## config.mk

```make
export PLATFORM = sky130hd
export DESIGN_NAME = pure_pursuit_steering_top
export DESIGN_NICKNAME = d
export VERILOG_FILES = /design/src/hw/rtl/pps_pkg.sv /design/src/hw/rtl/pps_step.sv /design/src/hw/rtl/pure_pursuit_steering_top.sv
export VERILOG_INCLUDE_DIRS = /design/src /design/src/hw/rtl
export SDC_FILE = /design/constraint.sdc
export NUM_CORES = 2
export LEC_CHECK = 0
export BUFFER_PORTS_ARGS = -buffer_cell sky130_fd_sc_hd__buf_2
export CAP_MARGIN = 5
export CORE_MARGIN = 2
export CORE_UTILIZATION = 40
export CTS_BUF_LIST = sky130_fd_sc_hd__clkbuf_2
export CTS_CLUSTER_DIAMETER = 100
export DETAILED_ROUTE_END_ITERATION = 12
export GPL_TIMING_DRIVEN = 0
export REMOVE_ABC_BUFFERS = 1
export SLEW_MARGIN = 20
export SYNTH_ARGS = -nofsm -noshare
export SYNTH_HDL_FRONTEND = slang
export SYNTH_SLANG_ARGS = --single-unit
```

## constraint.sdc

```tcl
create_clock -name clk -period 11.2 [get_ports clk]
set_clock_uncertainty 0.05 [all_clocks]
set_input_delay 1.12 -clock clk [delete_from_list [all_inputs] [get_ports clk]]
set_output_delay 1.12 -clock clk [all_outputs]
set_load 0.005 [all_outputs]
```

## src/hw/rtl/pure_pursuit_steering_top_macros.svh

```systemverilog
// Assertion macros for the pure pursuit steering block.
// Used by pure_pursuit_steering_top; expects clk and rst_n in scope.
`ifndef PURE_PURSUIT_STEERING_TOP_MACROS_SVH
`define PURE_PURSUIT_STEERING_TOP_MACROS_SVH

// Same-cycle implication, disabled while reset is asserted.
`define PPS_ASSERT_IMPL(label, ante, cons) \
  label: assert property (@(posedge clk) disable iff (!rst_n) (ante) |-> (cons)) \
    else $error("pure pursuit steering check failed");

// Next-cycle implication, disabled while reset is asserted.
`define PPS_ASSERT_NEXT(label, ante, cons) \
  label: assert property (@(posedge clk) disable iff (!rst_n) (ante) |=> (cons)) \
    else $error("pure pursuit steering check failed");

`endif

```

## src/hw/rtl/pps_pkg.sv

```systemverilog
// Shared widths, register codes, reset values and types for the pure pursuit
// steering block. No dependencies.
package pps_pkg;

  // Field widths.
  localparam int DIST_W     = 32;
  localparam int HEAD_W     = 16;
  localparam int ELAPSED_W  = 20;
  localparam int RADIUS_W   = 20;
  localparam int GAIN_W     = 16;
  localparam int RATE_W     = 24;
  localparam int STEER_W    = 16;

  // Configuration port.
  localparam int CFG_IDX_W  = 2;
  localparam int CFG_DATA_W = 24;
  localparam logic [CFG_IDX_W-1:0] REG_MIN_TURN_RADIUS = 2'd0;
  localparam logic [CFG_IDX_W-1:0] REG_STEERING_GAIN   = 2'd1;
  localparam logic [CFG_IDX_W-1:0] REG_MAX_STEER_RATE  = 2'd2;

  localparam logic [RADIUS_W-1:0] RADIUS_RST = 20'd1000;
  localparam logic [GAIN_W-1:0]   GAIN_RST   = 16'd256;
  localparam logic [RATE_W-1:0]   RATE_RST   = 24'd65536;

  // Rate step: product of rate and elapsed time, divided by one million.
  localparam int STEP_W   = 17;
  localparam int PROD_W   = RATE_W + ELAPSED_W;
  localparam int STEP_Q_W = 25;
  localparam logic [ELAPSED_W-1:0] US_PER_S = 20'd1000000;
  localparam logic [STEP_W-1:0]    STEP_MAX = 17'd65536;

  // One in Q1.15, as an unsigned magnitude.
  localparam logic [STEP_W-1:0] ONE_Q15 = 17'd32768;

  // Status of the rate step unit as seen by the sequencer.
  typedef struct packed {
    logic              done;
    logic [STEP_W-1:0] step;
  } pps_step_stat_t;

endpackage

```

## src/hw/rtl/pps_step.sv

```systemverilog
// Rate step unit: max_steer_rate * elapsed_us / 1000000, clamped to one full
// swing. Bit-serial multiply, then restoring division by the constant. Uses pps_pkg.
module pps_step (
  input  logic                         clk,
  input  logic                         rst_n,
  input  logic                         start,
  input  logic [pps_pkg::RATE_W-1:0]   rate,
  input  logic [pps_pkg::ELAPSED_W-1:0] elapsed,
  output pps_pkg::pps_step_stat_t      stat
);
  import pps_pkg::*;

  localparam logic [1:0] SU_IDLE = 2'd0;
  localparam logic [1:0] SU_MUL  = 2'd1;
  localparam logic [1:0] SU_DIV  = 2'd2;

  localparam logic [4:0] MUL_LAST = 5'(ELAPSED_W - 1);
  localparam logic [4:0] DIV_LAST = 5'(STEP_Q_W - 1);

  logic [1:0]           state_r, state_nxt;
  logic [4:0]           cnt_r, cnt_nxt;
  logic                 done_r;
  logic [ELAPSED_W-1:0] e_sh_r;
  logic [PROD_W-1:0]    mcand_r;
  logic [PROD_W-1:0]    acc_r;
  logic [PROD_W-1:0]    dv_r;
  logic [STEP_Q_W-1:0]  q_r;
  logic                 ge;

  // Divisor shifted to the top quotient position compares against the remainder.
  assign ge = (dv_r <= acc_r);

  // Sequencer.
  always_comb begin
    state_nxt = state_r;
    cnt_nxt   = cnt_r;
    case (state_r)
      SU_IDLE: begin
        if (start) begin
          state_nxt = SU_MUL;
          cnt_nxt   = '0;
        end
      end
      SU_MUL: begin
        if (cnt_r == MUL_LAST) begin
          state_nxt = SU_DIV;
          cnt_nxt   = '0;
        end else begin
          cnt_nxt = cnt_r + 5'd1;
        end
      end
      SU_DIV: begin
        if (cnt_r == DIV_LAST) begin
          state_nxt = SU_IDLE;
          cnt_nxt   = '0;
        end else begin
          cnt_nxt = cnt_r + 5'd1;
        end
      end
      default: begin
        state_nxt = SU_IDLE;
        cnt_nxt   = '0;
      end
    endcase
  end

  always_ff @(posedge clk) begin
    if (!rst_n) begin
      state_r <= SU_IDLE;
      cnt_r   <= '0;
      done_r  <= 1'b0;
    end else begin
      state_r <= state_nxt;
      cnt_r   <= cnt_nxt;
      if (start) begin
        done_r <= 1'b0;
      end else if (state_r == SU_DIV && cnt_r == DIV_LAST) begin
        done_r <= 1'b1;
      end
    end
  end

  // Datapath: shift-add multiply, then one quotient bit per cycle.
  always_ff @(posedge clk) begin
    case (state_r)
      SU_IDLE: begin
        if (start) begin
          e_sh_r  <= elapsed;
          mcand_r <= {{ELAPSED_W{1'b0}}, rate};
          acc_r   <= '0;
        end
      end
      SU_MUL: begin
        if (e_sh_r[0]) begin
          acc_r <= acc_r + mcand_r;
        end
        mcand_r <= {mcand_r[PROD_W-2:0], 1'b0};
        e_sh_r  <= {1'b0, e_sh_r[ELAPSED_W-1:1]};
        if (cnt_r == MUL_LAST) begin
          dv_r <= {US_PER_S, {(PROD_W - ELAPSED_W){1'b0}}};
        end
      end
      SU_DIV: begin
        if (ge) begin
          acc_r <= acc_r - dv_r;
        end
        dv_r <= {1'b0, dv_r[PROD_W-1:1]};
        q_r  <= {q_r[STEP_Q_W-2:0], ge};
      end
      default: begin
      end
    endcase
  end

  // Clamp to one full swing of the steering range.
  assign stat.done = done_r;
  assign stat.step = (q_r > {{(STEP_Q_W - STEP_W){1'b0}}, STEP_MAX}) ? STEP_MAX
                                                                    : q_r[STEP_W-1:0];

endmodule

```

## src/hw/rtl/pure_pursuit_steering_top.sv

```systemverilog
// Pure pursuit steering controller, top level. Depends on pps_pkg, pps_step
// and the assertion macros in pure_pursuit_steering_top_macros.svh.
//
// An item with a nonzero offset passes through the bit-serial datapath in order:
// the heading products, a combine step, the radius product, the quotient loop
// of the curvature ratio and the gain product, then a finish step that waits
// for the output to be free and for the rate step unit, which works alongside.
// The next item is taken once the sequencer is back in idle. An item with zero
// offset holds the last steering and goes straight to the finish step. A new
// item is accepted while a finished result still waits on the output.
// Configuration writes are taken every cycle.
`include "pure_pursuit_steering_top_macros.svh"

module pure_pursuit_steering_top (
  input  logic                           clk,
  input  logic                           rst_n,
  // Input items
  input  logic                           in_valid,
  output logic                           in_ready,
  input  logic signed [pps_pkg::DIST_W-1:0]    in_target_dx,
  input  logic signed [pps_pkg::DIST_W-1:0]    in_target_dy,
  input  logic signed [pps_pkg::HEAD_W-1:0]    in_heading_x,
  input  logic signed [pps_pkg::HEAD_W-1:0]    in_heading_y,
  input  logic        [pps_pkg::ELAPSED_W-1:0] in_elapsed_us,
  // Result items
  output logic                           out_valid,
  input  logic                           out_ready,
  output logic signed [pps_pkg::STEER_W-1:0]   out_steer_cmd,
  output logic                           out_held,
  // Configuration writes
  input  logic                           cfg_valid,
  output logic                           cfg_ready,
  input  logic [pps_pkg::CFG_IDX_W-1:0]  cfg_index,
  input  logic [pps_pkg::CFG_DATA_W-1:0] cfg_data
);
  import pps_pkg::*;

  // Widths of the internal datapath.
  localparam int PROD_HW  = DIST_W + HEAD_W;      // heading products
  localparam int CROSS_W  = PROD_HW + 1;
  localparam int SQ_W     = 2 * DIST_W;           // squared distance
  localparam int RAD2_W   = RADIUS_W + 1;         // 2 * radius
  localparam int NUM_W    = PROD_HW + RAD2_W;     // |cross| * 2 * radius
  localparam int Q_W      = STEER_W;              // saturation bit plus 15 bits
  localparam int DV_W     = SQ_W + Q_W - 1;
  localparam int GACC_W   = Q_W + GAIN_W;
  localparam int RES_W    = STEP_W + 2;

  localparam logic [2:0] S_IDLE = 3'd0;
  localparam logic [2:0] S_HMUL = 3'd1;
  localparam logic [2:0] S_CMB  = 3'd2;
  localparam logic [2:0] S_NUM  = 3'd3;
  localparam logic [2:0] S_DIV  = 3'd4;
  localparam logic [2:0] S_GAIN = 3'd5;
  localparam logic [2:0] S_FIN  = 3'd6;

  localparam logic [4:0] HMUL_LAST = 5'(HEAD_W - 1);
  localparam logic [4:0] NUM_LAST  = 5'(RAD2_W - 1);
  localparam logic [4:0] DIV_LAST  = 5'(Q_W - 1);
  localparam logic [4:0] GAIN_LAST = 5'(GAIN_W - 1);

  // Control state.
  logic [2:0]                 state_r, state_nxt;
  logic [4:0]                 cnt_r, cnt_nxt;
  logic [RADIUS_W-1:0]        radius_r;
  logic [GAIN_W-1:0]          gain_r;
  logic [RATE_W-1:0]          rate_r;
  logic signed [STEER_W-1:0]  last_steer_r;
  logic                       out_valid_r;
  logic signed [STEER_W-1:0]  out_steer_cmd_r;
  logic                       out_held_r;
  logic                       held_r;

  // Datapath registers.
  logic [HEAD_W-1:0]          hx_sh_r, hy_sh_r;
  logic [PROD_HW-1:0]         dx_m_r, dy_m_r;
  logic [PROD_HW-1:0]         p_hxdy_r, p_hydx_r, p_hxdx_r, p_hydy_r;
  logic [SQ_W-1:0]            ax_r, ay_r, sqx_r, sqy_r;
  logic [DIST_W-1:0]          bx_r, by_r;
  logic                       cross_neg_r, dot_neg_r;
  logic [RAD2_W-1:0]          r2_sh_r;
  logic [NUM_W-1:0]           nmc_r, num_r;
  logic [DV_W-1:0]            dv_r;
  logic [Q_W-1:0]             q_r;
  logic [GAIN_W-1:0]          g_sh_r;
  logic [GACC_W-1:0]          gm_r, gacc_r;

  // Combinational helpers.
  logic                       in_acc, zero_dist, step_start, out_free, fin_go;
  logic [DIST_W-1:0]          dx_u, dy_u, dx_abs, dy_abs;
  logic [RADIUS_W-1:0]        radius_eff;
  logic                       hmul_neg;
  logic [CROSS_W-1:0]         cross_w, cross_abs, dot_w;
  logic                       ge;
  logic [Q_W-1:0]             q_fin, mag;
  logic [GACC_W-GAIN_W+8-1:0] gmag;
  logic [STEP_W-1:0]          magc;
  logic signed [RES_W-1:0]    pos_w, desired, last_ext, step_ext, lo, hi, lim;
  logic signed [STEER_W-1:0]  new_steer;
  pps_step_stat_t             step_stat;

  assign in_ready   = (state_r == S_IDLE);
  assign in_acc     = in_valid && in_ready;
  assign zero_dist  = (in_target_dx == '0) && (in_target_dy == '0);
  assign step_start = in_acc && !zero_dist;
  assign out_free   = !out_valid_r || out_ready;
  assign fin_go     = (state_r == S_FIN) && out_free && (held_r || step_stat.done);

  assign cfg_ready     = 1'b1;
  assign out_valid     = out_valid_r;
  assign out_steer_cmd = out_steer_cmd_r;
  assign out_held      = out_held_r;

  // Magnitudes of the offset and the effective radius.
  assign dx_u       = in_target_dx;
  assign dy_u       = in_target_dy;
  assign dx_abs     = dx_u[DIST_W-1] ? (~dx_u + 1'b1) : dx_u;
  assign dy_abs     = dy_u[DIST_W-1] ? (~dy_u + 1'b1) : dy_u;
  assign radius_eff = (radius_r == '0) ? {{(RADIUS_W-1){1'b0}}, 1'b1} : radius_r;

  // The heading sign bit carries negative weight.
  assign hmul_neg = (cnt_r == HMUL_LAST);

  // Cross and dot products from the four partial products.
  assign cross_w   = {p_hxdy_r[PROD_HW-1], p_hxdy_r} - {p_hydx_r[PROD_HW-1], p_hydx_r};
  assign dot_w     = {p_hxdx_r[PROD_HW-1], p_hxdx_r} + {p_hydy_r[PROD_HW-1], p_hydy_r};
  assign cross_abs = cross_w[CROSS_W-1] ? (~cross_w + 1'b1) : cross_w;

  // Quotient step; the first bit tested is the saturation at one.
  assign ge    = (dv_r <= {{(DV_W-NUM_W){1'b0}}, num_r});
  assign q_fin = {q_r[Q_W-2:0], ge};
  assign mag   = q_fin[Q_W-1] ? ONE_Q15[Q_W-1:0] : q_fin;

  // Gain scaling, clamp, sign and the target-behind case.
  assign gmag  = gacc_r[GACC_W-1:8];
  assign magc  = (gmag > {{(GACC_W-8-STEP_W){1'b0}}, ONE_Q15}) ? ONE_Q15
                                                              : gmag[STEP_W-1:0];
  always_comb begin
    if (dot_neg_r) begin
      pos_w = signed'({2'b00, ONE_Q15});
    end else begin
      pos_w = signed'({2'b00, magc});
    end
    desired = cross_neg_r ? -pos_w : pos_w;
  end

  // Rate limit around the last steering, then saturate to the output range.
  assign last_ext = RES_W'(last_steer_r);
  assign step_ext = signed'({2'b00, step_stat.step});
  assign lo       = last_ext - step_ext;
  assign hi       = last_ext + step_ext;
  always_comb begin
    if (desired < lo) begin
      lim = lo;
    end else if (desired > hi) begin
      lim = hi;
    end else begin
      lim = desired;
    end
    if (lim > RES_W'(32767)) begin
      new_steer = 16'sh7FFF;
    end else if (lim < -RES_W'(32768)) begin
      new_steer = -16'sh8000;
    end else begin
      new_steer = lim[STEER_W-1:0];
    end
  end

  // Sequencer.
  always_comb begin
    state_nxt = state_r;
    cnt_nxt   = cnt_r;
    case (state_r)
      S_IDLE: begin
        if (in_acc) begin
          state_nxt = zero_dist ? S_FIN : S_HMUL;
          cnt_nxt   = '0;
        end
      end
      S_HMUL: begin
        if (cnt_r == HMUL_LAST) begin
          state_nxt = S_CMB;
          cnt_nxt   = '0;
        end else begin
          cnt_nxt = cnt_r + 5'd1;
        end
      end
      S_CMB: begin
        state_nxt = S_NUM;
        cnt_nxt   = '0;
      end
      S_NUM: begin
        if (cnt_r == NUM_LAST) begin
          state_nxt = S_DIV;
          cnt_nxt   = '0;
        end else begin
          cnt_nxt = cnt_r + 5'd1;
        end
      end
      S_DIV: begin
        if (cnt_r == DIV_LAST) begin
          state_nxt = S_GAIN;
          cnt_nxt   = '0;
        end else begin
          cnt_nxt = cnt_r + 5'd1;
        end
      end
      S_GAIN: begin
        if (cnt_r == GAIN_LAST) begin
          state_nxt = S_FIN;
          cnt_nxt   = '0;
        end else begin
          cnt_nxt = cnt_r + 5'd1;
        end
      end
      S_FIN: begin
        if (fin_go) begin
          state_nxt = S_IDLE;
        end
      end
      default: begin
        state_nxt = S_IDLE;
        cnt_nxt   = '0;
      end
    endcase
  end

  // Control registers, configuration, last steering and the output register.
  always_ff @(posedge clk) begin
    if (!rst_n) begin
      state_r      <= S_IDLE;
      cnt_r        <= '0;
      radius_r     <= RADIUS_RST;
      gain_r       <= GAIN_RST;
      rate_r       <= RATE_RST;
      last_steer_r <= '0;
      out_valid_r  <= 1'b0;
    end else begin
      state_r <= state_nxt;
      cnt_r   <= cnt_nxt;
      if (cfg_valid && cfg_ready) begin
        case (cfg_index)
          REG_MIN_TURN_RADIUS: radius_r <= cfg_data[RADIUS_W-1:0];
          REG_STEERING_GAIN:   gain_r   <= cfg_data[GAIN_W-1:0];
          REG_MAX_STEER_RATE:  rate_r   <= cfg_data[RATE_W-1:0];
          default: begin
          end
        endcase
      end
      if (fin_go) begin
        out_valid_r <= 1'b1;
        if (!held_r) begin
          last_steer_r <= new_steer;
        end
      end else if (out_ready) begin
        out_valid_r <= 1'b0;
      end
    end
  end

  // Result payload.
  always_ff @(posedge clk) begin
    if (fin_go) begin
      out_steer_cmd_r <= held_r ? last_steer_r : new_steer;
      out_held_r      <= held_r;
    end
  end

  // Squared distance: two shift-add multipliers that run through the product phases.
  always_ff @(posedge clk) begin
    if (in_acc) begin
      ax_r  <= {{DIST_W{1'b0}}, dx_abs};
      ay_r  <= {{DIST_W{1'b0}}, dy_abs};
      bx_r  <= dx_abs;
      by_r  <= dy_abs;
      sqx_r <= '0;
      sqy_r <= '0;
    end else if (state_r == S_HMUL || state_r == S_CMB || state_r == S_NUM) begin
      if (bx_r[0]) begin
        sqx_r <= sqx_r + ax_r;
      end
      if (by_r[0]) begin
        sqy_r <= sqy_r + ay_r;
      end
      ax_r <= {ax_r[SQ_W-2:0], 1'b0};
      ay_r <= {ay_r[SQ_W-2:0], 1'b0};
      bx_r <= {1'b0, bx_r[DIST_W-1:1]};
      by_r <= {1'b0, by_r[DIST_W-1:1]};
    end
  end

  // Main datapath, one bit of the serial operand per cycle.
  always_ff @(posedge clk) begin
    case (state_r)
      S_IDLE: begin
        if (in_acc) begin
          held_r   <= zero_dist;
          hx_sh_r  <= in_heading_x;
          hy_sh_r  <= in_heading_y;
          dx_m_r   <= {{HEAD_W{in_target_dx[DIST_W-1]}}, in_target_dx};
          dy_m_r   <= {{HEAD_W{in_target_dy[DIST_W-1]}}, in_target_dy};
          p_hxdy_r <= '0;
          p_hydx_r <= '0;
          p_hxdx_r <= '0;
          p_hydy_r <= '0;
          r2_sh_r  <= {radius_eff, 1'b0};
          g_sh_r   <= gain_r;
        end
      end
      S_HMUL: begin
        // Signed heading times offset; the sign bit subtracts.
        if (hx_sh_r[0]) begin
          p_hxdy_r <= hmul_neg ? (p_hxdy_r - dy_m_r) : (p_hxdy_r + dy_m_r);
          p_hxdx_r <= hmul_neg ? (p_hxdx_r - dx_m_r) : (p_hxdx_r + dx_m_r);
        end
        if (hy_sh_r[0]) begin
          p_hydx_r <= hmul_neg ? (p_hydx_r - dx_m_r) : (p_hydx_r + dx_m_r);
          p_hydy_r <= hmul_neg ? (p_hydy_r - dy_m_r) : (p_hydy_r + dy_m_r);
        end
        dx_m_r  <= {dx_m_r[PROD_HW-2:0], 1'b0};
        dy_m_r  <= {dy_m_r[PROD_HW-2:0], 1'b0};
        hx_sh_r <= {1'b0, hx_sh_r[HEAD_W-1:1]};
        hy_sh_r <= {1'b0, hy_sh_r[HEAD_W-1:1]};
      end
      S_CMB: begin
        cross_neg_r <= cross_w[CROSS_W-1];
        dot_neg_r   <= dot_w[CROSS_W-1];
        nmc_r       <= {{RAD2_W{1'b0}}, cross_abs[PROD_HW-1:0]};
        num_r       <= '0;
      end
      S_NUM: begin
        // |cross| times twice the radius.
        if (r2_sh_r[0]) begin
          num_r <= num_r + nmc_r;
        end
        nmc_r   <= {nmc_r[NUM_W-2:0], 1'b0};
        r2_sh_r <= {1'b0, r2_sh_r[RAD2_W-1:1]};
        if (cnt_r == NUM_LAST) begin
          dv_r <= {sqx_r + sqy_r, {(Q_W-1){1'b0}}};
        end
      end
      S_DIV: begin
        // Restoring division; num_r holds the remainder.
        if (ge) begin
          num_r <= num_r - dv_r[NUM_W-1:0];
        end
        dv_r <= {1'b0, dv_r[DV_W-1:1]};
        q_r  <= q_fin;
        if (cnt_r == DIV_LAST) begin
          gm_r   <= {{GAIN_W{1'b0}}, mag};
          gacc_r <= '0;
        end
      end
      S_GAIN: begin
        if (g_sh_r[0]) begin
          gacc_r <= gacc_r + gm_r;
        end
        gm_r   <= {gm_r[GACC_W-2:0], 1'b0};
        g_sh_r <= {1'b0, g_sh_r[GAIN_W-1:1]};
      end
      default: begin
      end
    endcase
  end

  // Rate step unit, started with every item that has a nonzero offset.
  pps_step u_step (
    .clk     (clk),
    .rst_n   (rst_n),
    .start   (step_start),
    .rate    (rate_r),
    .elapsed (in_elapsed_us),
    .stat    (step_stat)
  );

  // The pending result always matches the kept steering.
  `PPS_ASSERT_IMPL(a_out_matches_last, out_valid_r, out_steer_cmd_r == last_steer_r)
  // An item with a nonzero offset starts both the sequencer and the step unit.
  `PPS_ASSERT_NEXT(a_start_both, step_start, state_r == S_HMUL && !step_stat.done)
  // The divisor never reaches zero while the quotient loop runs.
  `PPS_ASSERT_IMPL(a_div_nonzero, state_r == S_DIV, dv_r != '0)

endmodule
```

## After elaboration in Yosys (flattened, before gate mapping)

Index checks and enable logic that the tools add are counted.

- Word-level logic and storage cells: 256
- Output and inout port bits: 20
- Bits of input ports: 147
- Register bits: 1263

- Add/sub/neg operators: 26
- Reductions and logical operators: 53
- Equality and inequality tests: 30
- Mux-type cells: 90
- Bitwise gates (word level): 5
- $lt $le $gt $ge: 8

Operator list:

| operator | count |
|---|---|
| 48-bit two-way mux | 12 |
| 48-bit case mux with 2 select lines | 6 |
| 32-bit two-way mux | 13 |
| 44-bit two-way mux | 5 |
| 69-bit case mux with 3 select lines | 1 |
| 48-bit adder | 4 |
| 64-bit adder | 3 |
| 48-bit subtractor | 4 |
| 44-bit case mux with 2 select lines | 2 |
| 79-bit case mux with 2 select lines | 1 |
| 69-bit two-way mux | 2 |
| 69-bit case mux with 2 select lines | 1 |
| 44-bit case mux with 3 select lines | 1 |
| 32-bit case mux with 2 select lines | 2 |
| 16-bit two-way mux | 7 |
| 16-bit case mux with 2 select lines | 3 |
| 79-bit by 69-bit less-or-equal comparator with 1-bit output | 1 |
| 79-bit two-way mux | 1 |
| 69-bit adder | 1 |
| 69-bit subtractor | 1 |
| 32-bit by 1-bit adder with 32-bit output (second input constant) | 2 |
| 32-bit logical NOT | 2 |
| 32-bit inverter | 2 |
| 19-bit two-way mux | 3 |
| other kinds (55) | 132 |

## Depth between registers and ports, before layout

- Word-level depth: 12
- Depth in mapped cells: 31
- Depth with buffers taken out: 29

## Hierarchy

A second synthesis with hierarchy kept.

- Cells, all modules: 10192
- Area total of the unflattened synthesis: 91311.3 sq um

Modules (own cells, without submodules):

| module | area each (sq um) | seq. area each (sq um) | cells each | times used |
|---|---|---|---|---|
| pure_pursuit_steering_top | 79154.7 | 29598.4 | 9014 | 1 |
| pps_step | 12156.7 | 5475.3 | 1178 | 1 |

## Least setup slack after synthesis

No wires, ideal clock.

- Kind: flip-flop to flip-flop
- From: register state_r[1]
- To: register dv_r[0] (enable)
- Required time: 10.525 ns
- Stages on the path, launching flop included: 7
- Setup slack: 3.641 ns
- Period minus slack after synthesis: 7.559 ns
- Path buffers: 3
- Data arrival time: 6.883 ns
- Library setup time: 0.625 ns
- Path through: dfxtp_1 clkbuf_1 nor2b_1 clkbuf_1 nand2_1 clkbuf_1 o21ai_0

- Longest elaborated chain between the ends: 3
- Elaborated cells on any way between the ends: 5
- Those cells by class: 3 x eq/ne; 2 x reduce/logical

Ends and longest elaborated chain:

| what | RTL line | RTL |
|---|---|---|
| start, declared | pure_pursuit_steering_top.sv:63 | `logic [2:0] state_r, state_nxt;` |
| start signal, assigned | pure_pursuit_steering_top.sv:239 | `state_r <= state_nxt;` |
| 3-bit by 2-bit equality test with 1-bit output / 3-bit equality test (equally long branches) | pure_pursuit_steering_top.sv:294 | `case (state_r)` |
| 2-bit by 1-bit != test with 1-bit output (no source line) / 2-bit nonzero test (equally long branches) | n/a |  |
| 2-bit AND reduction (no source line) (*) | n/a |  |
| end signal, assigned | pure_pursuit_steering_top.sv:339 | `dv_r <= {sqx_r + sqy_r, {(Q_W-1){1'b0}}};` |
| end signal, assigned | pure_pursuit_steering_top.sv:347 | `dv_r <= {1'b0, dv_r[DV_W-1:1]};` |
| end, declared | pure_pursuit_steering_top.sv:83 | `logic [DV_W-1:0] dv_r;` |

Mark *: on every way between the ends. The rest lies on a longest branch, timed or not.
A chain may end at the register's enable or synchronous reset.

## Final worst setup path

- From: register u_step.q_r[0]
- To: register out_steer_cmd_r[6], in the netlist out_steer_cmd[6] (data pin)

- Longest elaborated chain between the ends: 10
- Elaborated cells on any way between the ends: 13
- Those cells by class: 2 x add/sub; 5 x order compare; 6 x mux

Ends and longest elaborated chain:

| what | RTL line | RTL |
|---|---|---|
| start, declared | pps_step.sv:27 | `logic [STEP_Q_W-1:0] q_r;` |
| start signal, assigned | pps_step.sv:108 | `q_r <= {q_r[STEP_Q_W-2:0], ge};` |
| 25-bit by 17-bit greater-than comparator with 1-bit output | pps_step.sv:117 | `assign stat.step = (q_r > {{(STEP_Q_W - STEP_W){1'b0}}, STEP_MAX}) ? STEP_MAX` |
| 17-bit two-way mux (*) | pps_step.sv:117 |  |
| 16-bit by 18-bit adder with 19-bit output | pure_pursuit_steering_top.sv:151 | `assign hi = last_ext + step_ext;` |
| 19-bit greater-than comparator | pure_pursuit_steering_top.sv:155 | `end else if (desired > hi) begin` |
| 19-bit two-way mux | pure_pursuit_steering_top.sv:155 |  |
| 19-bit two-way mux (*) | pure_pursuit_steering_top.sv:153 | `if (desired < lo) begin` |
| 19-bit by 16-bit < comparator with 1-bit output | pure_pursuit_steering_top.sv:162 | `end else if (lim < -RES_W'(32768)) begin` |
| 16-bit two-way mux | pure_pursuit_steering_top.sv:162 |  |
| 16-bit two-way mux (*) | pure_pursuit_steering_top.sv:160 | `if (lim > RES_W'(32767)) begin` |
| 16-bit two-way mux (*) | n/a |  |
| end signal, assigned | pure_pursuit_steering_top.sv:264 | `out_steer_cmd_r <= held_r ? last_steer_r : new_steer;` |
| end, declared | pure_pursuit_steering_top.sv:70 | `logic signed [STEER_W-1:0] out_steer_cmd_r;` |

Marked as above.

==> results.json <==
{
  "die_x_um": 479,
  "p_clk_share_pct": 15.1,
  "cts.sinks": 1263,
  "hp-class": "primary input to flip-flop",
  "max-clock-path-buffers": 4,
  "rows": 174,
  "grt_pass1_vias": 74800,
  "ys_seq_elements": 1263,
  "end_kind": "flip-flop",
  "critical_path_arrival_ns": 10.52,
  "yosysWarnings": 0,
  "num_vias": 77500,
  "synth_edf_count": 978,
  "worstMarginPinSlew_ns": 1.31,
  "clock.fmax_mhz": 112,
  "combPwrFrac_pct": 53.9,
  "place_hpwl_um": 196000,
  "internal-power_w": 0.0132,
  "ir_worst_vdd_uv": 157,
  "place.gp.congestion": 0.927,
  "worstHoldPathCells": 4,
  "p_per_area_mw_per_mm2": 236,
  "path_clk_slew_ns": 0.11,
  "cp_max_fo": 34,
  "via_per_inst": 5.58,
  "finalHoldViolations": 0,
  "die_area_sq_mm": 0.230,
  "fin_area_sq_mm": 0.102,
  "drtIter0Drc": 6271,
  "synth_cell_type_count": 93,
  "status": "completed",
  "cts_root_buffer": "clkbuf_2",
  "max_slew_margin_pct": 11.6,
  "switching_power_w": 0.0108,
  "port_buffers": 165,
  "grt-ovfl-total": 0,
  "fin_util_pct": 45.3,
  "synth_cells": 10000,
  "ant_nets": 0,
  "grt_usage_pct": 22.3,
  "start_kind": "flip-flop",
  "synthArstFlopShare_pct": 0,
  "dpl_cell_area_sq_mm": 0.0952,
  "grt_antenna_before_repair": 24,
  "synth_top_flop_cell": "edfxtp_1",
  "core-area_sq_mm": 0.225,
  "syn_area_per_cell_sq_um": 8.99,
  "finalSetupViolCount": 0,
  "p_leak_nw": 42.8,
  "max-cap-violations": 0,
  "cts_buffers": 377,
  "period_share_pct": 79.8,
  "detail_route.wl_per_cell_um": 19.1,
  "rsz0062_at_grt": "no",
  "power_frac_seq_pct": 31.0,
  "tritoncts": "built",
  "die_h_um": 479,
  "fin_nets": 11600,
  "drc": 0,
  "syn_area_sq_mm": 0.0903,
  "clk_latency_ns": 1.99,
  "start_util_pct": 40.2,
  "reg2regPathDepth": 26,
  "final_layout_size_suffix_gt1_share_pct": 8.98,
  "area_growth_pct": 12.7,
  "ios": 167,
  "period_minus_slack_ns": 8.94,
  "post-cts-setup-buffer-count": 0,
  "h-tree-depth": 5,
  "finalPower_w": 0.0240,
  "drv_slew": 0,
  "path_class": "flip-flop to flip-flop",
  "dr.pass1.iters": 6,
  "synth_seq_area_share_pct": 38.8,
  "grt_pass1_wl_um": 413000,
  "grt_max_degree": 106,
  "fin_tns_setup_ns": 0,
  "routed_wl_um": 266000,
  "worstPathRequired_ns": 12.79,
  "netSwitchingFraction_pct": 45.2
}
## cell families (layout without fill, tap and decap cells)
family                   after synthesis  in the layout  share of synthesized area, %
AND/OR/NAND/NOR                     3414           3414                          17.5
buffers and inverters                780           1608                          3.25
other                                  1             14                       0.00415
XOR/XNOR                             801            801                          7.77
adder cells (fa/ha/maj)              830            830                          11.6
flip-flops                          1263           1263                          38.8
multiplexers                          63             63                         0.765
AO/OA/AOI/OAI                       2895           2895                          20.3
## routing by layer
layer	global-route usage, %	share of wire [%]	up-vias	wire, um
met5	0	0.0041	-	11
met4	7.40	3.1	2	8300
met3	3.61	6.0	517	15900
met2	35.3	44	2319	118000
met1	31.0	47	36900	124000
li1	-	-	37800	-
## synth_stat cells, types with 63 or more instances
master / instances / area (sq um)
o21ai_0: 520 / 2600
dfxtp_1: 285 / 5710
a31oi_1: 73 / 457
xor2_1: 304 / 2660
nand2b_1: 132 / 826
o21bai_1: 113 / 848
nor3_1: 177 / 886
inv_1: 409 / 1540
and2_1: 100 / 626
o31ai_1: 63 / 473
nor2_1: 796 / 2990
a21boi_0: 119 / 893
nor2b_1: 162 / 1010
a211oi_1: 75 / 563
o21a_1: 216 / 1620
nor4_1: 70 / 438
ha_1: 816 / 10200
clkbuf_1: 325 / 1220
xnor2_1: 497 / 4350
nand4_1: 118 / 738
a21oi_1: 943 / 4720
and3_1: 118 / 738
a21o_1: 453 / 3400
edfxtp_1: 978 / 29400
nand3_1: 144 / 721
nand2_1: 1368 / 5130
## cells in the final DEF (no fill, tap or decap), types with 73 or more instances in the layout
master / n
a211oi_1: 75
a21boi_0: 119
a21o_1: 453
a21oi_1: 941
a31oi_1: 73
and2_1: 97
and3_1: 118
buf_2: 165
clkbuf_2: 548
dfxtp_1: 283
dlygate4sd3_1: 316
edfxtp_1: 978
ha_1: 812
inv_1: 408
nand2_1: 1356
nand2b_1: 132
nand3_1: 144
nand4_1: 118
nor2_1: 790
nor2b_1: 161
nor3_1: 175
o21a_1: 216
o21ai_0: 516
o21bai_1: 112
xnor2_1: 497
xor2_1: 304
## registers in the layout, indices dropped and copies added, names as in the netlist, 64 cells and up
register	cells
nmc_r	69
dv_r	79
sqy_r	64
num_r	69
ax_r	64
sqx_r	64
ay_r	64
## worst max-delay path, stage by stage, from the launching register on
cell,delay (ns)
edfxtp_1,0.43
nor4_1,0.58
nand4_1,0.20
a21oi_2,0.61
nand2_1,0.21
ha_1,0.45
nor2_1,0.10
o311a_1,0.33
o41a_1,0.36
a21bo_2,0.24
o211ai_1,0.39
a21oi_1,0.13
o21ai_0,0.17
nand2b_1,0.09
xnor2_1,0.17
ha_1,0.35
nand3_1,0.11
nor2_1,0.17
a311oi_1,0.19
a211o_1,0.30
a221oi_1,0.38
a2bb2oi_4,0.70
mux2_2,0.41
mux2_2,0.29
o21bai_2,0.56
o21ai_0,0.33
a21oi_1,0.38
## power groups by stage
| stage | Clock (W) | Sequential (W) | Combinational, W |
|---|---|---|---|
| 5_1_grt | 0.00400 | 0.00754 | 0.0142 |
| 3_3_place_gp | 0 | 0.00763 | 0.0123 |
| 2_1_floorplan | 0 | 0.00722 | 0.00939 |
| 4_1_cts | 0.00377 | 0.00742 | 0.0128 |
| 3_5_place_dp | 0 | 0.00752 | 0.0126 |
| 6_report | 0.00363 | 0.00743 | 0.0129 |
## timing repair
item / CTS / global route
endpoints found under the hold margin: 352 / 0
endpoints found under the setup margin: 0 / 0
gates resized for setup: 0 / 0
hold buffers: 316 / 0
## through the flow
| stage | std cells | hold WS (ns) | setup WS (ns) |
|---|---|---|---|
| finish | 13900 | 0.243 | 2.26 |
| global route | 13900 | 0.112 | 1.50 |
| CTS | 13900 | 0.00225 | 1.49 |
| detailed placement | 12900 | 0.388 | 1.58 |
| global placement | 12800 | 0.385 | -11.55 |
| floorplan | 9679 | 0.377 | -2.79 |
## cell type report
| type | instances | area [sq um] |
|---|---|---|
| Antenna cell | 13 | 32.5 |
| Clock buffer | 548 | 2740 |
| Clock inverter | 96 | 576 |
| Fill cell | 21900 | 123000 |
| Inverter | 412 | 1560 |
| Multi-Input combinational cell | 8004 | 52600 |
| Sequential cell | 1263 | 35100 |
| Tap cell | 2992 | 3740 |
| Timing Repair Buffer | 552 | 5460 |
## worst paths after layout
check | slack (ns) | startpoint | endpoint
min | 0.24 | in_target_dx[28] | dx_m_r[28]
max reg2reg | 2.26 | u_step.q_r[0] | out_steer_cmd[6]
max | 2.26 | u_step.q_r[0] | out_steer_cmd[6]
min reg2reg | 0.30 | q_r[10] | q_r[11]
Power figures use the tool's default switching activity.
